--- src/rtl/core/tdfa_pkg.sv ---
// Shared types and constants for the table-driven DFA acceptor.
`default_nettype none

package tdfa_pkg;

	// Input item kinds.
	localparam logic [2:0] KIND_CHAR  = 3'd0;
	localparam logic [2:0] KIND_END   = 3'd1;
	localparam logic [2:0] KIND_SYM   = 3'd2;
	localparam logic [2:0] KIND_TRANS = 3'd3;
	localparam logic [2:0] KIND_FLAG  = 3'd4;

	// Configuration register indexes.
	localparam logic [1:0] CFG_START_STATE = 2'd0;
	localparam logic [1:0] CFG_NUM_SYMBOLS = 2'd1;
	localparam logic [1:0] CFG_NUM_STATES  = 2'd2;

	// Configuration reset values.
	localparam logic [6:0] START_STATE_RST = 7'd1;
	localparam logic [4:0] NUM_SYMBOLS_RST = 5'd0;
	localparam logic [6:0] NUM_STATES_RST  = 7'd64;

	// Controller states.
	typedef enum logic [1:0] {
		ST_CLEAR,
		ST_IDLE,
		ST_CHAR,
		ST_END
	} ctl_state_t;

	// Commands from the controller to the datapath.
	typedef struct packed {
		logic clear;      // clearing pass writes one final flag entry
		logic take;       // an input item is accepted this cycle
		logic step_char;  // transition read data is valid, update state
		logic finish_end; // final flag read data is valid, form verdict
	} ctl_cmd_t;

	// Status from the datapath to the controller.
	typedef struct packed {
		logic clear_last; // clearing pass is at its last entry
	} dp_status_t;

endpackage

`default_nettype wire

--- src/rtl/core/tdfa_ctrl.sv ---
// Controller state machine for the DFA acceptor: handshakes and sequencing.
`default_nettype none

module tdfa_ctrl (
	input  wire logic                clk,
	input  wire logic                arst_n,
	input  wire logic                in_valid,
	output logic                     in_stall,
	input  wire logic [2:0]          kind,
	output logic                     out_valid,
	input  wire logic                out_stall,
	input  wire tdfa_pkg::dp_status_t sts,
	output tdfa_pkg::ctl_cmd_t       cmd
);
	import tdfa_pkg::*;

	ctl_state_t state_q;
	ctl_state_t state_d;
	logic       out_valid_q;
	logic       take;

	// An end item needs the output register free; everything else only needs idle.
	assign in_stall  = (state_q != ST_IDLE) || ((kind == KIND_END) && out_valid_q);
	assign take      = in_valid && !in_stall;
	assign out_valid = out_valid_q;

	// State register and output valid flag.
	always_ff @(posedge clk or negedge arst_n) begin
		if (!arst_n) begin
			state_q     <= ST_CLEAR;
			out_valid_q <= 1'b0;
		end else begin
			state_q <= state_d;
			if (state_q == ST_END) begin
				out_valid_q <= 1'b1;
			end else if (out_valid_q && !out_stall) begin
				out_valid_q <= 1'b0;
			end
		end
	end

	// Next state and commands.
	always_comb begin
		state_d        = state_q;
		cmd.clear      = 1'b0;
		cmd.take       = 1'b0;
		cmd.step_char  = 1'b0;
		cmd.finish_end = 1'b0;
		case (state_q)
			ST_CLEAR: begin
				cmd.clear = 1'b1;
				if (sts.clear_last) begin
					state_d = ST_IDLE;
				end
			end
			ST_IDLE: begin
				cmd.take = take;
				if (take && (kind == KIND_CHAR)) begin
					state_d = ST_CHAR;
				end else if (take && (kind == KIND_END)) begin
					state_d = ST_END;
				end
			end
			ST_CHAR: begin
				cmd.step_char = 1'b1;
				state_d       = ST_IDLE;
			end
			ST_END: begin
				cmd.finish_end = 1'b1;
				state_d        = ST_IDLE;
			end
			default: begin
				state_d = ST_IDLE;
			end
		endcase
	end

endmodule

`default_nettype wire

--- config.mk ---
export PLATFORM = sky130hd
export DESIGN_NAME = tdfa_ctrl
export DESIGN_NICKNAME = d
export VERILOG_FILES = /design/src/rtl/core/tdfa_pkg.sv /design/src/rtl/core/tdfa_ctrl.sv
export SDC_FILE = /design/constraint.sdc
export NUM_CORES = 1
export LEC_CHECK = 0
export ABC_AREA = 1
export BUFFER_PORTS_ARGS = -buffer_cell sky130_fd_sc_hd__buf_2
export CORE_AREA = 2 2 39 41
export CTS_CLUSTER_DIAMETER = 200
export DETAILED_ROUTE_END_ITERATION = 7
export DIE_AREA = 0 0 41 43
export PLACE_DENSITY = 0.44
export SLEW_MARGIN = 40
export SYNTH_ARGS = -nofsm -noshare
export SYNTH_HDL_FRONTEND = slang
export SYNTH_SLANG_ARGS = --single-unit
--- constraint.sdc ---
create_clock -name clk -period 0.85 [get_ports clk]
set_input_delay 0.085 -clock clk [delete_from_list [all_inputs] [get_ports clk]]
set_output_delay 0.085 -clock clk [all_outputs]
set_load 0.05 [all_outputs]
* Word-level counts from Yosys, hierarchy flattened *
Cells that the tools add are included.

cells by class
  add/subtract/negate cells = 0
  multiply operators = 0
  div/mod/pow operators = 0
  magnitude comparators = 0
  eq/ne operators = 7
  shift-type cells = 0
  mux-type cells = 10
  bitwise logic cells = 0
  reductions and logical operators = 13

operators with widths
  kind                                                 count
  2-to-1 mux 1 bit                                     6
  2-to-1 mux 2 bit                                     3
  one-hot mux 2 bit (3 select lines)                   1
  logical AND 1 bit                                    5
  equality test 2 bit, second input constant           2
  equality test 3 x 1 -> 1 bit, second input constant  1
  logical NOT 3 bit                                    1
  != test 3 bit, second input constant                 1
  equality test 2 x 1 -> 1 bit, second input constant  1
  logical NOT 1 bit                                    2
  logical NOT 2 bit                                    1
  != test 2 x 1 -> 1 bit, second input constant        1
  != test 2 bit, second input constant                 1
  AND reduction 2 bit                                  1
  nonzero test 2 bit                                   1
  OR reduction 2 bit                                   1
  logical OR 1 bit                                     1

word-level totals
  bits in registers = 3
  latch bits = 0
  bits in writable memories = 0
  ROM bits = 0
  input port bits = 8
  output and inout bits = 6
  logic and storage cells = 32
  memories = 0

* Logic depth before layout (Yosys ltp) *
  depth after elaboration = 9
  mapped depth = 7

* Worst setup path after synthesis *
No wires, ideal clock.

  path type = register to output
  from = register out_valid_q (netlist: out_valid)
  to = output port in_stall
  data arrival time = 1176 ps
  required time = 765 ps
  path slack = -411 ps
  stages on the path, launching flop included = 5
  path buffers = 0
  cells stage by stage = dfrtp_1 > nand2_1 > inv_1 > nand2_2 > nand2_1

between the ends
  cells in the longest elaborated chain, start to end = 2

RTL lines
  element                 RTL line         source
  start, declared         tdfa_ctrl.sv:19  logic out_valid_q;
  start signal, assigned  tdfa_ctrl.sv:31  out_valid_q <= 1'b0;
  start signal, assigned  tdfa_ctrl.sv:35  out_valid_q <= 1'b1;
  start signal, assigned  tdfa_ctrl.sv:37  out_valid_q <= 1'b0;
  logical AND 1 bit       tdfa_ctrl.sv:23  assign in_stall = (state_q != ST_IDLE) || ((kind == KIND_END) && out_valid_q);
  logical OR 1 bit        tdfa_ctrl.sv:23
  end, declared           tdfa_ctrl.sv:8   output logic in_stall,

No other way between the ends.

==> impl_metrics.csv <==
group,metric,value,unit
die,die_w,41,microns
clock_tree,cts.sinks,3,
synthesis,syn_inst,27,
routing,num_vias,251,
synthesis,synth_nets,35,
global_routing,antenna_found_initial,0,
status,status,"complete, but fails checks",
synthesis,synth_xor_area_frac,0,
routing,top_layer,"met4",
pwr,p_sw,0.000225,W
global_routing,grt_pass1_vias,252,
layout,num-fill-cells,160,
synthesis,synth_seq_cells,3,
routing,totalWireLength,559,microns
die,die_area,1760,sq um
layout,nets,64,
synthesis,synth_mux_area_frac,0,
timing,fin_skew,3.32,ps
synthesis,synth_ff_type,"dfrtp_1",
clock_tree,cts_buffers,3,
routing,drt_iter0_drc,0,
layout,antenna_cells,0,
pwr,comb_power_share,0.396,
placement,gp_congestion,0.718,
synthesis,yosys.area_share.adder,0,
global_routing,grt_max_degree,5,
critical_path,rr_startpoint,"out_valid",
status,violations,"negative setup slack",
timing,worstMarginPinSlew,117,ps
synthesis,synth.distinct_cells,9,
timing,slew_violations,0,
placement,dpl_worst_slack,-210,ps
critical_path,path_class,"register to primary output",
synthesis,syn_area_per_cell,7.14,sq um
routing,firstDrtPassIters,1,
clock_tree,root_buffer,"clkbuf_4",
pwr,p_per_area,1350,nW/um^2
synthesis,synthTopCellsByArea,"dfrtp_1 (39%), nand2_1 (12%), nor2_4 (12%), nor2_1 (9.7%), inv_1 (7.8%)",
synthesis,synthDominantCellAreaShare,0.390,
timing,setup_violations,9,
pwr,clkPwrFrac,0.366,
layout,layout-drive-gt1-share,0.818,
synthesis,synth_top_cell_by_area,"dfrtp_1",
clock_tree,cts_tree,"done",
clock_tree,cts_buffer_depth,2,
layout,area_delta_synth_final,159,%
clock_tree,clk_latency,230,ps
die,initial_core_util,0.139,
timing,hold_viol,0,
clock_tree,htree_levels,1,
timing,slew_headroom,0.921,
synthesis,synth.most_common_cell,"nand2_1",
synthesis,synth_top_cells_by_count,"nand2_1 (6), nor2_1 (5), inv_1 (4)",
global_routing,gr-usage-all-layers,0.0815,
synthesis,synth_edf_count,0,
synthesis,synth_compound_area_frac,0,
critical_path,required,760,ps
synthesis,synth-simple-area-share,0.474,
synthesis,yosysSeqAreaShare,0.390,
synthesis,yosysWarnings,0,
pwr,internal-power,0.000451,W
timing,layout_min_cycle_time,1180,ps
clock_tree,clk_pin_slew,30,ps
routing,post_drt_wl_per_cell,7.87,microns
synthesis,synth_area,193,sq um
routing,met1Wirelength,185,microns
routing,postRouteAntennaNets,0,
pwr,power_leakage,0.251,nW
critical_path,cp-end-kind,"primary output",
global_routing,grt_overflow,0,
critical_path,crit_start,"out_valid",
routing,drc,0,
global_routing,grt_pass1_wl,883,microns
timing,finalSetupTns,-1920,ps
synthesis,synth_top_family_by_area,"simple AND/OR/NAND/NOR gates",
critical_path,cp_max_fo,2,
pwr,swShare,0.333,
timing,timing.final.ws_setup,-330,ps
timing,rsz0062_at_grt,"yes",
run,drv_cap,0,
routing,dr_wl_met3,31,microns
die,io_pins,14,
die,coreArea,1380,sq um
hold_path,hp-start,"out_stall",
die,die_h,43,microns
placement,numPortBuffers,13,
hold_path,hold_path.class,"input port to register",
synthesis,async_flop_share,1.00,
pwr,power_frac_seq,0.238,
die,rows,14,
pwr,ir_worst_vdd,0.000530,V
timing,max_freq,847,MHz
routing,wl_met2,323,microns
timing,period_share,1.39,
routing,avgViaCountPerCell,3.54,
critical_path,worstPathArrival,1100,ps
critical_path,cp-start-kind,"register",
per-layer routing:
metal / up-vias / track usage
met5: - / 0
met4: 0 / 0.100
met3: 2 / 0
met2: 7 / 0.128
met1: 108 / 0.0809
li1: 134 / -
registers in the layout (all words and copies together), names as in the netlist:
register	count
out_valid	1
state_q	2
final timing paths:
kind	to	slack, ps	cells past startpoint
max in group asynchronous	out_valid	550	2
min in group asynchronous	state_q[1]	180	2
max reg2reg	state_q[0]	-190	7
min	out_valid	70	3
max	cmd[2]	-330	6
min reg2reg	out_valid	590	3
cell usage in the layout, fill, tap and decap left out, types with 2 or more instances in the layout:
cell type and n:
nor2_4 4, inv_1 3, clkbuf_4 3, nand2_2 4
dfrtp_2 3, inv_2 2, buf_6 8, buf_4 7
buf_2 7, nor2_1 2, nand2_1 3
critical path, stage by stage (launching register included):
cell,delay [ps]
dfrtp_2,390
nand2_1,60
inv_1,40
nand2_2,70
nand3_4,100
inv_8,70
buf_8,130
power groups by stage:
stage,clock network [W],registers (W),logic (W)
2_1_floorplan,0,0.000184,0.000110
3_3_place_gp,0,0.000163,0.000204
3_5_place_dp,0,0.000162,0.000206
4_1_cts,0.000265,0.000161,0.000257
5_1_grt,0.000270,0.000163,0.000286
6_report,0.000247,0.000161,0.000268
final cells by class:
type,instances,area (sq um),share of cell area
Timing Repair Buffer,24,203,0.406
Multi-Input combinational cell,17,134,0.268
Sequential cell,3,78.8,0.158
Inverter,7,37.5,0.0752
Clock buffer,4,26.3,0.0526
Tap cell,16,20.0,0.0401
stage by stage:
stage / hold WS, ps / total power (W) / instances / util / area [sq um]
after floorplan: -211 / 0.000294 / 27 / - / 234
after global placement: -118 / 0.000366 / 63 / 0.269 / 372
after CTS: 64.7 / 0.000683 / 69 / 0.344 / 475
final: 68.0 / 0.000676 / 71 / 0.361 / 499
after detailed placement: -114 / 0.000368 / 63 / 0.269 / 372
after global routing: 88.3 / 0.000719 / 71 / 0.361 / 499
cells by family (layout without fill, tap and decap cells):
kind of cell,count (synthesis),in the layout
buf+inv,7,35
flops,3,3
simple gates,17,17
repair_timing:
item                                    CTS  global route
endpoints found under the setup margin    9             9
setup buffers                             1             2
hold endpoints to repair                  3             0
hold buffers                              1             0
pin swaps                                 3             0
resized for setup                        18             3
(Power assumes the default switching activity.)
